==> src/rtl/tbs_pkg.sv <==
`default_nettype none

package tbs_pkg;

    // Band geometry: a block is four words wide and eight rows tall.
    localparam int BAND_ROWS     = 8;
    localparam int ROW_W         = 3;
    localparam int BLOCK_WORDS   = 4;
    localparam int WORD_W        = 2;
    localparam int EMIT_W        = 5;
    localparam int MAX_BANDS     = 64;
    localparam int BAND_W        = 6;

    localparam int PIXEL_W       = 32;
    localparam int WB_W          = 8;
    localparam int HB_W          = 7;

    localparam int CFG_IDX_W     = 1;
    localparam int CFG_DATA_W    = 8;

    localparam logic [CFG_IDX_W-1:0] CFG_WIDTH_BLOCKS = 1'b0;
    localparam logic [CFG_IDX_W-1:0] CFG_HEIGHT_BANDS = 1'b1;

    localparam logic [WB_W-1:0] WIDTH_BLOCKS_RST = 8'd128;
    localparam logic [HB_W-1:0] HEIGHT_BANDS_RST = 7'd64;

    typedef enum logic [1:0] {
        ST_IDLE = 2'b01,
        ST_EMIT = 2'b10
    } ctrl_state_t;

    typedef struct packed {
        logic block_last;
        logic image_last;
    } out_flags_t;

endpackage

`default_nettype wire

==> src/rtl/tbs_ctrl.sv <==
`default_nettype none

module tbs_ctrl
    import tbs_pkg::*;
#(
    parameter int MAX_ROW_WORDS = 512,
    parameter int BLK_W         = 7,
    parameter int ADDR_W        = 12
) (
    input  wire logic              aclk,
    input  wire logic              aresetn,
    input  wire logic [WB_W-1:0]   width_blocks,
    input  wire logic [HB_W-1:0]   height_bands,
    input  wire logic              cfg_clear,
    input  wire logic              s_valid,
    output logic                   s_ready,
    output logic                   mem_we,
    output logic [ADDR_W-1:0]      mem_waddr,
    output logic                   mem_re,
    output logic [ADDR_W-1:0]      mem_raddr,
    output logic                   m_valid,
    input  wire logic              m_ready,
    output out_flags_t             m_flags
);

    localparam int WB_MAX = MAX_ROW_WORDS / BLOCK_WORDS;

    ctrl_state_t        state_reg, state_next;
    logic [WORD_W-1:0]  word_reg, word_next;
    logic [BLK_W-1:0]   blk_reg, blk_next;
    logic [ROW_W-1:0]   row_reg, row_next;
    logic [BAND_W-1:0]  band_reg, band_next;
    logic [BLK_W-1:0]   emit_blk_reg, emit_blk_next;
    logic               img_end_reg, img_end_next;
    logic [EMIT_W-1:0]  ecnt_reg, ecnt_next;
    logic               m_valid_reg, m_valid_next;
    out_flags_t         flags_reg, flags_next;

    logic [WB_W-1:0]    wb_dec;
    logic [BLK_W-1:0]   blk_max;
    logic [BAND_W-1:0]  band_max;
    logic               s_fire;
    logic               blk_done;
    logic               emit_last;

    // last block index of a row, zero width taken as one, saturated to the store
    always_comb begin
        wb_dec = (width_blocks == '0) ? '0 : width_blocks - WB_W'(1);
        if (32'(wb_dec) > 32'(WB_MAX - 1)) begin
            blk_max = BLK_W'(WB_MAX - 1);
        end else begin
            blk_max = BLK_W'(wb_dec);
        end
    end

    always_comb begin
        if (height_bands == '0) begin
            band_max = '0;
        end else if (height_bands > HB_W'(MAX_BANDS)) begin
            band_max = BAND_W'(MAX_BANDS - 1);
        end else begin
            band_max = BAND_W'(height_bands - HB_W'(1));
        end
    end

    assign s_ready   = (state_reg == ST_IDLE);
    assign s_fire    = s_valid && s_ready;
    assign blk_done  = (row_reg == ROW_W'(BAND_ROWS - 1)) && (word_reg == WORD_W'(BLOCK_WORDS - 1));
    assign mem_we    = s_fire;
    assign mem_waddr = {row_reg, blk_reg, word_reg};

    assign mem_re    = (state_reg == ST_EMIT) && (!m_valid_reg || m_ready);
    assign mem_raddr = {ecnt_reg[EMIT_W-1:WORD_W], emit_blk_reg, ecnt_reg[WORD_W-1:0]};
    assign emit_last = (ecnt_reg == '1);

    always_comb begin
        state_next    = state_reg;
        word_next     = word_reg;
        blk_next      = blk_reg;
        row_next      = row_reg;
        band_next     = band_reg;
        emit_blk_next = emit_blk_reg;
        img_end_next  = img_end_reg;
        ecnt_next     = ecnt_reg;
        flags_next    = flags_reg;
        m_valid_next  = m_valid_reg && !m_ready;

        case (state_reg)
            ST_IDLE: begin
                if (s_fire) begin
                    word_next = word_reg + WORD_W'(1);
                    if (word_reg == WORD_W'(BLOCK_WORDS - 1)) begin
                        if (blk_reg == blk_max) begin
                            blk_next = '0;
                            row_next = row_reg + ROW_W'(1);
                            if (row_reg == ROW_W'(BAND_ROWS - 1)) begin
                                band_next = (band_reg == band_max) ? '0 : band_reg + BAND_W'(1);
                            end
                        end else begin
                            blk_next = blk_reg + BLK_W'(1);
                        end
                    end
                    if (blk_done) begin
                        state_next    = ST_EMIT;
                        emit_blk_next = blk_reg;
                        img_end_next  = (blk_reg == blk_max) && (band_reg == band_max);
                        ecnt_next     = '0;
                    end
                end
            end
            ST_EMIT: begin
                if (mem_re) begin
                    m_valid_next          = 1'b1;
                    flags_next.block_last = emit_last;
                    flags_next.image_last = emit_last && img_end_reg;
                    ecnt_next             = ecnt_reg + EMIT_W'(1);
                    if (emit_last) begin
                        state_next = ST_IDLE;
                    end
                end
            end
            default: begin
                state_next = ST_IDLE;
            end
        endcase

        if (cfg_clear) begin
            word_next = '0;
            blk_next  = '0;
            row_next  = '0;
            band_next = '0;
        end
    end

    always_ff @(posedge aclk) begin
        if (!aresetn) begin
            state_reg   <= ST_IDLE;
            word_reg    <= '0;
            blk_reg     <= '0;
            row_reg     <= '0;
            band_reg    <= '0;
            ecnt_reg    <= '0;
            m_valid_reg <= 1'b0;
        end else begin
            state_reg   <= state_next;
            word_reg    <= word_next;
            blk_reg     <= blk_next;
            row_reg     <= row_next;
            band_reg    <= band_next;
            ecnt_reg    <= ecnt_next;
            m_valid_reg <= m_valid_next;
        end
    end

    always_ff @(posedge aclk) begin
        emit_blk_reg <= emit_blk_next;
        img_end_reg  <= img_end_next;
        flags_reg    <= flags_next;
    end

    assign m_valid = m_valid_reg;
    assign m_flags = flags_reg;

endmodule

`default_nettype wire
==> config.mk <==
export PLATFORM = sky130hd
export DESIGN_NAME = tbs_ctrl
export DESIGN_NICKNAME = d
export VERILOG_FILES = /design/src/rtl/tbs_pkg.sv /design/src/rtl/tbs_ctrl.sv
export SDC_FILE = /design/constraint.sdc
export NUM_CORES = 1
export LEC_CHECK = 0
export BUFFER_PORTS_ARGS = -buffer_cell sky130_fd_sc_hd__buf_4
export CORE_MARGIN = 2
export CORE_UTILIZATION = 49
export CTS_CLUSTER_DIAMETER = 60
export DETAILED_ROUTE_END_ITERATION = 16
export PLACE_DENSITY_LB_ADDON = 0.08
export SYNTH_ARGS = -nofsm -noshare
export SYNTH_HDL_FRONTEND = slang
export SYNTH_SLANG_ARGS = --single-unit
==> constraint.sdc <==
create_clock -name aclk -period 2.7 [get_ports aclk]
set_input_delay 0.27 -clock aclk [delete_from_list [all_inputs] [get_ports aclk]]
set_output_delay 0.27 -clock aclk [all_outputs]
set_load 0.01 [all_outputs]
== After elaboration in Yosys (flattened, before gate mapping) ==
Cells that the tools add are included.

* Flip-flop bits (word level): 36
* Bits of input ports: 20
* Output and inout bits: 30

* Add/subtract/negate cells: 7
* Magnitude comparators: 2
* Eq/ne operators: 11
* Muxes and demuxes: 17
* Bitwise operators: 1
* Reductions and logical operators: 21

{| class="wikitable"
|+ Operator list
! operator !! count
|-
| $mux W6 || 3
|-
| $mux W5 || 3
|-
| $mux W7 || 2
|-
| $reduce_and A4 Y1 || 3
|-
| $pmux W5 S2 || 1
|-
| $gt A8 B7 Y1 const B || 1
|-
| $logic_not A8 Y1 || 1
|-
| $mux W2 || 4
|-
| $mux W8 || 1
|-
| $sub A8 B1 Y8 const B || 1
|-
| $add A7 B1 Y7 const B || 1
|-
| $eq A7 B7 Y1 || 1
|-
| $gt A7 B7 Y1 const B || 1
|-
| $logic_not A7 Y1 || 1
|-
| $add A6 B1 Y6 const B || 1
|-
| $eq A6 B6 Y1 || 1
|-
| $logic_and A1 B1 Y1 || 6
|-
| $reduce_and A3 Y1 || 2
|-
| $sub A6 B1 Y6 const B || 1
|-
| $add A5 B1 Y5 const B || 1
|-
| $eq A5 B5 Y1 const B || 1
|-
| $reduce_and A5 Y1 || 1
|-
| $eq A2 B2 Y1 const B || 2
|-
| $ne A2 B1 Y1 const B || 2
|-
| 13 further kinds || 17
|}

== Depth between registers and ports, before layout ==
Gate-level depths: netlist of the first run.

* Word-level depth: 6
* Mapped depth: 11

== Least setup slack after synthesis of the first run ==
OpenSTA, ideal clock, no wires.

* Path type: input to register
* From: in width_blocks[3]
* To: reg band_reg[3]
* Arrival time: 2677 ps
* Setup slack: -47 ps
* Stages on the path: 9
* Path buffers: 1
* Path through: or4_1 clkbuf_2 or4b_1 o2111a_1 a211oi_2 nand4_1 or2_4 or4_1 a21oi_1

* Word-level cells in the longest chain between the ends: 6

{| class="wikitable"
|+ Ends and longest elaborated chain
! item !! line !! source
|-
| start: declaration || tbs_ctrl.sv:12 || <nowiki>input wire logic [WB_W-1:0] width_blocks,</nowiki>
|-
| $sub A8 B1 Y8 or $logic_not A8 Y1 (tied branches) || tbs_ctrl.sv:48 || <nowiki>wb_dec = (width_blocks == '0) ? '0 : width_blocks - WB_W'(1);</nowiki>
|-
| $mux W8 * || tbs_ctrl.sv:48 ||
|-
| $gt A8 B7 Y1 || tbs_ctrl.sv:49 || <nowiki>if (32'(wb_dec) > 32'(WB_MAX - 1)) begin</nowiki>
|-
| $mux W7 * || tbs_ctrl.sv:49 ||
|-
| $eq A7 B7 Y1 * || tbs_ctrl.sv:93 || <nowiki>if (blk_reg == blk_max) begin</nowiki>
|-
| $reduce_and A5 Y1 (no source line) * || n/a ||
|-
| end signal: assignment || tbs_ctrl.sv:149 || <nowiki>band_reg <= band_next;</nowiki>
|-
| end: declaration || tbs_ctrl.sv:32 || <nowiki>logic [BAND_W-1:0] band_reg, band_next;</nowiki>
|}

Mark *: on every way between the ends. The rest lies on a longest branch, timed or not.
A chain may end at the register's enable or synchronous reset.

== Worst setup path after layout of the first run ==
Same ends and word-level chain as after synthesis.

==> out/metrics.yaml, run 1 <==
holdCritPathClass: "in -> reg"
insertion_delay_ns: 0.28
status: "complete, no violations"
postSynthAreaPerCell_sq_um: 8.69
end_kind: "flop"
overflow: 0
power_leakage_nw: 1.20
reg2reg_slack_ns: 0.51
slew_viol_final: 0
cp_common_cell: "or4_1"
clock_sinks: 36
rows: 24
placed_area_sq_um: 2830
synth_cell_type_count: 54
fin_nets: 362
routed_wirelength_microns: 5220
ant_nets: 0
port_buffers: 49
hold_buffers: 0
fmax_ghz: 0.392
syn_area_sq_um: 2260
setup_violations: 0
finalHoldViolations: 0
area_delta_synth_final_pct: 29.6
start_util: 0.515
peakVddDrop_mv: 0.256
worst_ep_required_time_ns: 2.91
max_stage_delay_ns: 0.58
synthCells: 260
viasPerCell: 5.81
cts_buffer_depth: 2
ys_async_sr_fraction: 0
worstSetupStartpointType: "input port"
cp.arrival_ns: 2.76
grt_start_max_net_pins: 14
antenna_found_initial: 0
cts-root-buf: "clkbuf_8"
fin_worst_skew_ns: 0.00395
drt-initial-drc-count: 106
cts_resized: 0
finalPower_mw: 1.08
clk_pin_slew_worst_paths_ns: 0.07
finalSetupTns_ns: 0
drc: 0
final_area_sq_um: 2930
dr.pass1.iters: 6
synthFlopType: "dfxtp_1"
worst-path-max-fanout: 6
core_sq_um: 4380
finalNonFillerCells: 384
period_needed_ns: 2.55
vias: 2230
timing.final.crit_share: 0.945
crit_path_end: "band_reg[3]$_SDFFE_PP0P_"
crit_type: "in -> reg"
cts_tree: "yes"
critPathLaunch: "width_blocks[3]"
crit_chain: "buf_4, or4_1, or3_1, a31oi_1, xnor2_1, nand4_1, or2_4, or4_1, a21oi_1"
diodes: 0
worst_pin_slew_ns: 0.418
avgRoutedWirePerCell_microns: 13.6
drv_cap: 0
grt_pass1_vias: 2004
slew_headroom: 0.721
grt_setup_unrepaired: "no"
yosys_warnings: 0
die_y_microns: 71.9
worstHoldStart: "aresetn"
ys_seq_elements: 36
rr_worst_depth: 8
htreeDepth: 2
grt.total_usage: 0.209
cts_setup_buffers: 0
synth-seq-area-share: 0.363
dp_hpwl_microns: 4100
r2r_end: "band_reg[3]$_SDFFE_PP0P_"
syn-num-nets: 291
critPathSlowestCell: "or4_1"
powerDensity_nw_per_um2: 369
dpl.cell_count: 376
routabilityCongestion: 0.835
r2r-start: "blk_reg[6]$_SDFFE_PP0P_"
cts_buffers: 5
synth-edff-count: 10
grt_pass1_wl_microns: 8740
fill_cells: 386
drive_gt1_frac: 0.268
die_w_microns: 71.9
ioPinCount: 50
die-area_sq_um: 5170
-- worst max-delay path, delay by kind of cell --
| kind | cells | cell delay, ns |
|---|---|---|
| buffers and inverters | 1 | 0.12 |
| AO/OA/AOI/OAI | 2 | 0.35 |
| XOR/XNOR | 1 | 0.14 |
| AND/OR/NAND/NOR | 5 | 1.89 |
-- cell usage after synthesis (all sizes together), types with 2 or more instances --
cell type	number	area, sq um
a21boi	3	22.5
o21a	2	15.0
and4	2	17.5
o211ai	4	30.0
nor2	19	73.8
nand2b	6	37.5
mux2	2	22.5
xor2	8	70.1
inv	10	37.5
o31ai	5	42.5
a211oi	3	27.5
buf	2	15.0
o22ai	2	12.5
a2111oi	2	17.5
ha	11	138
dfxtp	26	521
a21oi	12	60.1
xnor2	8	70.1
nor3	13	65.1
clkbuf	8	31.3
mux2i	5	50.1
nand3	10	50.1
or4	5	37.5
nor2b	4	25.0
a31oi	5	31.3
or3	7	43.8
nor3b	4	30.0
nor4	2	12.5
edfxtp	10	300
o2111ai	2	17.5
nand2	23	86.3
and2	2	12.5
and3	3	18.8
o21ai	8	40.0
nand4	8	50.1
-- metrics by stage --
step | hold WS, ns | worst slack (ns) | util
CTS | 0.265 | 0.157 | 0.668
floorplan | 0.398 | 0.00365 | -
finish | 0.268 | 0.148 | 0.668
global placement | 0.473 | -0.108 | 0.646
global route | 0.257 | 0.00104 | 0.668
detailed placement | 0.480 | -0.145 | 0.646
-- final cells by class --
type | instances | area [sq um] | area share
Clock inverter | 1 | 7.51 | 0.00256
Timing Repair Buffer | 74 | 556 | 0.190
Multi-Input combinational cell | 204 | 1360 | 0.463
Clock buffer | 7 | 86.3 | 0.0295
Sequential cell | 36 | 821 | 0.280
Inverter | 10 | 37.5 | 0.0128
Tap cell | 52 | 65.1 | 0.0222
-- cells in the final DEF, fill, tap and decap left out, types with 3 or more instances in the layout --
| cell type | netlist | final |
|---|---|---|
| a21boi_0 | 3 | 3 |
| nor2_1 | 18 | 18 |
| o31ai_1 | 4 | 4 |
| o21ai_0 | 8 | 8 |
| ha_1 | 11 | 11 |
| inv_1 | 10 | 10 |
| nor3_1 | 13 | 13 |
| nor3b_1 | 4 | 4 |
| or3_1 | 7 | 7 |
| a21oi_1 | 12 | 12 |
| nand3_1 | 10 | 10 |
| or4_1 | 5 | 5 |
| nand2_1 | 23 | 23 |
| nor2b_1 | 4 | 4 |
| nand2b_1 | 6 | 6 |
| xnor2_1 | 8 | 8 |
| o211ai_1 | 4 | 4 |
| edfxtp_1 | 10 | 10 |
| mux2i_1 | 5 | 5 |
| nand4_1 | 8 | 8 |
| dfxtp_1 | 26 | 26 |
| buf_4 | 0 | 74 |
| xor2_1 | 8 | 8 |
| a31oi_1 | 5 | 5 |
| clkbuf_8 | 0 | 6 |
| and3_1 | 3 | 3 |
-- how the worst min path moves through the flow --
stage / to / slack (ns) / cells past startpoint
floorplan: ecnt_reg[0]$_SDFFE_PN0P_ / 0.40 / 1
global placement: row_reg[1]$_SDFFE_PP0P_ / 0.47 / 2
detailed placement: row_reg[1]$_SDFFE_PP0P_ / 0.48 / 2
global route: ecnt_reg[0]$_SDFFE_PN0P_ / 0.26 / 2
CTS: ecnt_reg[0]$_SDFFE_PN0P_ / 0.26 / 2
finish: ecnt_reg[0]$_SDFFE_PN0P_ / 0.27 / 2
-- power breakdown --
group	switching [mW]	leakage (nW)	internal [mW]	total, mW
sequential	0.000963	0.321	0.552	0.553
clock	0.188	0.0445	0.207	0.395
combinational	0.0674	0.835	0.0665	0.134
-- cell families (layout without fill, tap and decap cells) --
family	Yosys count	count (layout)	share of synthesized area
xor gates and xnor gates	16	16	0.0620
buffers and inverters	20	92	0.0371
AOI/OAI and AO/OA	56	56	0.173
adders and majority gates	11	11	0.0609
and+or+nand+nor	114	114	0.272
DFF	36	36	0.363
muxes	7	7	0.0321
-- routing by layer --
layer  GRT usage  part of all wire
met1       0.266              0.45
met5           0                 0
met3      0.0444             0.047
met4      0.0524            0.0080
met2       0.361              0.50
Note: power is estimated with default switching activity, not from simulation.
==> run 2: changes to the inputs <==
--- a/config.mk
+++ b/config.mk
@@ -11,6 +11,7 @@
 export CTS_CLUSTER_DIAMETER = 60
 export DETAILED_ROUTE_END_ITERATION = 16
 export PLACE_DENSITY_LB_ADDON = 0.08
+export RECOVER_POWER = 100
 export SYNTH_ARGS = -nofsm -noshare
 export SYNTH_HDL_FRONTEND = slang
 export SYNTH_SLANG_ARGS = --single-unit
==> run 2 against run 1 <==
  * Routed wire length fell by 0.33%
  * Register-to-register slack barely moved
  * Critical endpoint unchanged
  * Global-route usage did not move
  * Critical path depth did not move
  * Clock skew barely moved
  * Hold slack got worse by 0.0034 ns
  * Power barely moved
  * Cell count did not move
  * Largest power group unchanged
  * Clock-buffer cell count did not move
  * Sequential share of layout area rose by 1.3 points
  * Worst setup slack improved by 0.014 ns
==> out/metrics.yaml, run 2 (synthesis gave the netlist of run 1 again) <==
dr.pass1.iters: 4  # -2
period_needed_ns: 2.54  # -0.0141 ns
cts_buffer_depth: 2  # unchanged
drc: 0  # unchanged
core_sq_um: 4380  # unchanged
fin_worst_skew_ns: 0.00442  # +0.000466 ns
fill_cells: 438  # +13%
drv_cap: 0  # unchanged
max_stage_delay_ns: 0.59  # about the same
final_cell_mix: "38 x buf_4, 35 x clkbuf_1, 26 x dfxtp_1"
routabilityCongestion: 0.835  # unchanged
cpLargestDelayFamily: "simple AND/OR/NAND/NOR gates"
setup_slack_ns: 0.162  # +0.0141 ns
clk_pin_slew_worst_paths_ns: 0.07  # about the same
port_buffers: 49  # unchanged
routed_wirelength_microns: 5210  # -0.33%
hold_ws_ns: 0.265  # -0.00341 ns
grt_pass1_wl_microns: 8740  # unchanged
status: "complete, no violations"
ant_nets: 0  # unchanged
end_kind: "flop"
slew_headroom: 0.727  # +0.00556
clock_sinks: 36  # unchanged
cp_common_cell: "or4_1"
grt_pass1_vias: 2004  # unchanged
seqCellArea_sq_um: 821  # unchanged
hold_depth: 2  # unchanged
avgRoutedWirePerCell_microns: 13.6  # -0.33%
start_util: 0.515  # unchanged
r2r_end: "band_reg[3]$_SDFFE_PP0P_"
path_depth: 9  # unchanged
dpl_worst_slack_ns: -0.145  # unchanged
min_to: "ecnt_reg[0]$_SDFFE_PN0P_"
drive_gt1_frac: 0.163  # -0.105
diodes: 0  # unchanged
crit_type: "in -> reg"
powerDensity_nw_per_um2: 387  # +4.8%
antenna_found_initial: 0  # unchanged
final_area_sq_um: 2800  # -4.5%
die_y_microns: 71.9  # unchanged
rr_worst_depth: 8  # unchanged
overflow: 0  # unchanged
viasPerCell: 5.73  # -1.4%
insertion_delay_ns: 0.28  # about the same
area_delta_synth_final_pct: 23.8
fin_nets: 362  # unchanged
finalSetupTns_ns: 0  # unchanged
cts_setup_buffers: 0  # unchanged
peakVddDrop_mv: 0.257  # +0.22%
worstSetupStartpointType: "input port"
die_w_microns: 71.9  # unchanged
grt_setup_unrepaired: "no"
worst_pin_slew_ns: 0.410  # -0.00834 ns
path_buf_inv: 1  # unchanged
rows: 24  # unchanged
critPathLaunch: "width_blocks[3]"
cp.arrival_ns: 2.75  # about the same
critPathSlowestCell: "or4_1"
grt.total_usage: 0.209  # unchanged
cts_buffers: 5  # unchanged
worstHoldStart: "aresetn"
drt-initial-drc-count: 97  # -8.5%
worst-path-max-fanout: 6  # unchanged
cts_tree: "yes"
dp_hpwl_microns: 4100  # unchanged
timing.final.crit_share: 0.940  # -0.00520
finalHoldViolations: 0  # unchanged
reg2reg_slack_ns: 0.50  # about the same
setup_violations: 0  # unchanged
finalPower_mw: 1.08  # about the same
fmax_ghz: 0.394  # +0.55%
r2r-start: "blk_reg[6]$_SDFFE_PP0P_"
holdCritPathClass: "in -> reg"
htreeDepth: 2  # unchanged
grt_start_max_net_pins: 14  # unchanged
ioPinCount: 50  # unchanged
slew_viol_final: 0  # unchanged
multi_input_area_sq_um: 1350  # -0.18%
mostFrequentLayoutCell: "buf_4"
placed_area_sq_um: 2830  # unchanged
vias: 2199  # -1.4%
worst_ep_required_time_ns: 2.92  # about the same
die-area_sq_um: 5170  # unchanged
crit_chain: "clkbuf_2, or4_1, or3_1, a31oi_1, xnor2_1, nand4_1, or2_4, or4_1, a21oi_1"
cts-root-buf: "clkbuf_8"
power_leakage_nw: 1.06  # -12%
## run 2: cell count changes in the layout (fill, tap and decap cells not counted)
cell	delta
buf_4	-36
clkbuf_1	+34
and2_0	+2
and2_1	-2
clkbuf_2	+1
clkbuf_4	+1
nor2_1	+1
nor2_2	-1
## run 2: worst max path at each step
stage,endpoint,slack (ns)
after CTS,row_reg[0]$_SDFFE_PP0P_,0.16
after global placement,band_reg[4]$_SDFFE_PP0P_,-0.11
after global routing,band_reg[3]$_SDFFE_PP0P_,0.003
final,band_reg[3]$_SDFFE_PP0P_,0.16
after detailed placement,row_reg[0]$_SDFFE_PP0P_,-0.15
after floorplan,band_reg[3]$_SDFFE_PP0P_,0.004
## run 2: where the power goes
part | internal (mW) | switching, mW | leakage (nW) | total, mW
Combinational | 0.0644 | 0.0671 | 0.691 | 0.132
Sequential | 0.552 | 0.000943 | 0.321 | 0.553
Clock | 0.207 | 0.191 | 0.0445 | 0.398
Total | 0.824 | 0.259 | 1.06 | 1.08
## run 2: metrics by stage
stage	util	cells
after CTS	0.668	384
after floorplan	-	260
after detailed placement	0.646	376
after global placement	0.646	376
after global routing	0.638	384
final	0.638	384
## run 2: repair_timing
item,in CTS,in global routing
hold buffers,0,0
gates resized for setup,0,1
endpoints found under the setup margin,0,5
## run 2: per-layer routing
metal	vias up	routed length [microns]	global-route usage
met3	4	235	0.0444
met1	1039	2350	0.266
met4	0	32	0.0524
li1	1112	-	-
met5	-	0	0
met2	44	2590	0.361
## run 2: cell type report
type | instances | share of cell area
clock buffers | 7 | 0.0309
clock inverters | 1 | 0.00268
inverters | 10 | 0.0134
multi-input cells | 204 | 0.484
flip-flops and latches | 36 | 0.294
well taps | 52 | 0.0233
repair buffers | 74 | 0.152
==> run 3: changes to the inputs <==
--- a/config.mk
+++ b/config.mk
@@ -7,7 +7,7 @@
 export LEC_CHECK = 0
 export BUFFER_PORTS_ARGS = -buffer_cell sky130_fd_sc_hd__buf_4
 export CORE_MARGIN = 2
-export CORE_UTILIZATION = 49
+export CORE_UTILIZATION = 54
 export CTS_CLUSTER_DIAMETER = 60
 export DETAILED_ROUTE_END_ITERATION = 16
 export PLACE_DENSITY_LB_ADDON = 0.08
@@ -15,3 +15,4 @@
 export SYNTH_ARGS = -nofsm -noshare
 export SYNTH_HDL_FRONTEND = slang
 export SYNTH_SLANG_ARGS = --single-unit
+export TNS_END_PERCENT = 10
==> constraint.sdc (replaced) <==
create_clock -name aclk -period 2.5 [get_ports aclk]
set_input_delay 0.25 -clock aclk [delete_from_list [all_inputs] [get_ports aclk]]
set_output_delay 0.25 -clock aclk [all_outputs]
set_load 0.01 [all_outputs]
==> run 3 against run 2 <==
  * The flow now finishes with violations (setup timing)
  * Clock skew grew 0.0011 ns
  * Routed wire length grew 12%
  * Utilization grew 12 points
  * Sequential power grew 8.0%
  * Die area shrank 8.8%
  * Register-to-register slack lost 0.37 ns
  * Cell area grew 8.7%
  * Worst setup slack lost 0.22 ns
  * Hold slack lost 0.011 ns
  * Power grew 36%
  * Critical endpoint unchanged
==> out/metrics.yaml, run 3 (synthesis gave the netlist of run 1 again) <==
status: "finished with violations"
violations: "setup timing"
holdCritPathClass: "in -> reg"
port_buffers: 49  # unchanged
worst_ep_required_time_ns: 2.73  # -0.19 ns
antenna_found_initial: 0  # unchanged
ioPinCount: 50  # unchanged
clock_sinks: 36  # unchanged
finalPower_mw: 1.47  # +36%
final_area_sq_um: 3040  # +8.7%
placed_area_sq_um: 2900  # +2.3%
power_leakage_nw: 1.21  # +15%
fin_util: 0.760  # +0.122
fin_worst_skew_ns: 0.00551  # +0.00110 ns
cts_tree: "yes"
setup_violations: 1  # +1
cts-root-buf: "clkbuf_8"
vias: 2244  # +2.0%
ant_nets: 0  # unchanged
worst_pin_slew_ns: 0.434  # +0.0240 ns
setup_slack_ns: -0.0595  # -0.222 ns
hold_buffers: 0  # unchanged
insertion_delay_ns: 0.29  # about the same
core_sq_um: 4000  # -8.8%
routed_wirelength_microns: 5860  # +12%
slew_headroom: 0.710  # -0.0166
crit_type: "in -> reg"
slew_viol_final: 0  # unchanged
diodes: 0  # unchanged
start_util: 0.565  # +0.0495
period_needed_ns: 2.56
die_w_microns: 68.7  # -4.5%
mostFrequentLayoutCell: "buf_4"
grt.total_usage: 0.252  # +0.0431
powerDensity_nw_per_um2: 484  # +25%
drc: 0  # unchanged
timing.final.crit_share: 1.02
grt_start_max_net_pins: 13  # -1
overflow: 0  # unchanged
die-area_sq_um: 4720  # -8.8%
die_y_microns: 68.7  # -4.5%
fmax_ghz: 0.391
drt-initial-drc-count: 217  # +120%
avgRoutedWirePerCell_microns: 15.0  # +10%
peakVddDrop_mv: 0.300  # +17%
grt_pass1_wl_microns: 8950  # +2.4%
area_delta_synth_final_pct: 34.6
worstSetupStartpointType: "input port"
cp.arrival_ns: 2.79  # +0.04 ns
end_kind: "flop"
worst-path-max-fanout: 8  # +2
dr.pass1.iters: 4  # unchanged
dp_hpwl_microns: 4090  # -0.34%
crit_chain: "buf_4, or4_4, or4b_1, o2111a_1, a211oi_2, nand4_1, or2_4, or4_1, a21oi_2"
grt_pass1_vias: 2070  # +3.3%
cts_buffer_depth: 2  # unchanged
drv_cap: 0  # unchanged
critPathSlowestCell: "or4_4"
max_stage_delay_ns: 0.55  # -0.04 ns
grt_setup_unrepaired: "yes"
final_cell_mix: "61 x buf_4, 26 x dfxtp_1, 23 x nand2_1"
htreeDepth: 2  # unchanged
clk_pin_slew_worst_paths_ns: 0.08  # about the same
rows: 23  # -4.2%
viasPerCell: 5.74  # +0.22%
cts_buffers: 5  # unchanged
routabilityCongestion: 0.879  # +5.2%
drive_gt1_frac: 0.252  # +0.0895
finalHoldViolations: 0  # unchanged
fin_nets: 371  # +2.5%
==> run 3: cell types whose count changed in the layout (fill, tap and decap cells not counted), sizes merged <==
cell / previous run / this run
clkinvlp: 1 / 0
bufinv: 0 / 3
buf: 38 / 62
clkbuf: 43 / 26
==> run 3: what timing repair did <==
item	4_1_cts	5_1_grt
buffers inserted	0	1
gates resized for setup	0	10
endpoints found under the setup margin	0	7
==> run 3: through the flow <==
step	setup TNS [ns]	setup slack, ns	hold WS (ns)	cells
3_3_place_gp	-0.999	-0.160	0.477	382
4_1_cts	0	0.0808	0.233	390
5_1_grt	-0.306	-0.138	0.260	391
3_5_place_dp	-1.75	-0.216	0.484	382
6_report	-0.0595	-0.0595	0.254	391
2_1_floorplan	-1.09	-0.126	0.378	260
==> run 3: per-layer routing <==
metal	GRT usage	routed length, microns	vias up
met4	0.0809	91	0
li1	-	-	1132
met3	0.0584	268	11
met2	0.427	2990	48
met5	0	0	-
met1	0.316	2510	1053
==> run 3: layout make-up <==
type | count | area (sq um)
Timing Repair Buffer | 83 | 557
Tap cell | 50 | 62.6
Multi-Input combinational cell | 204 | 1400
Inverter | 10 | 37.5
Fill cell | 317 | 960
Clock buffer | 5 | 68.8
Clock inverter | 3 | 90.1
Sequential cell | 36 | 821
==> run 3: path summary, 6_finish.rpt <==
| check | from | end | slack, ns | cells after the start |
|---|---|---|---|---|
| worst min register to register | row_reg[1]$_SDFFE_PP0P_ | row_reg[1]$_SDFFE_PP0P_ | 0.48 | 2 |
| worst max-delay path | width_blocks[3] | band_reg[3]$_SDFFE_PP0P_ | -0.06 | 9 |
| worst min-delay path | aresetn | state_reg[1]$_SDFFE_PN0P_ | 0.25 | 2 |
| worst max register to register | blk_reg[6]$_SDFFE_PP0P_ | band_reg[3]$_SDFFE_PP0P_ | 0.13 | 8 |
==> run 3: power breakdown <==
part	switching [mW]	total [mW]	leakage (nW)	internal, mW
sequential	0.00103	0.597	0.321	0.596
combinational	0.0803	0.164	0.812	0.0833
clock	0.212	0.711	0.0784	0.499
==> run 3: worst max-delay path: cells and delay by family <==
family          cells  cell delay [ns]
simple gates        5             1.96
compound gates      3             0.46
buf+inv             1             0.12
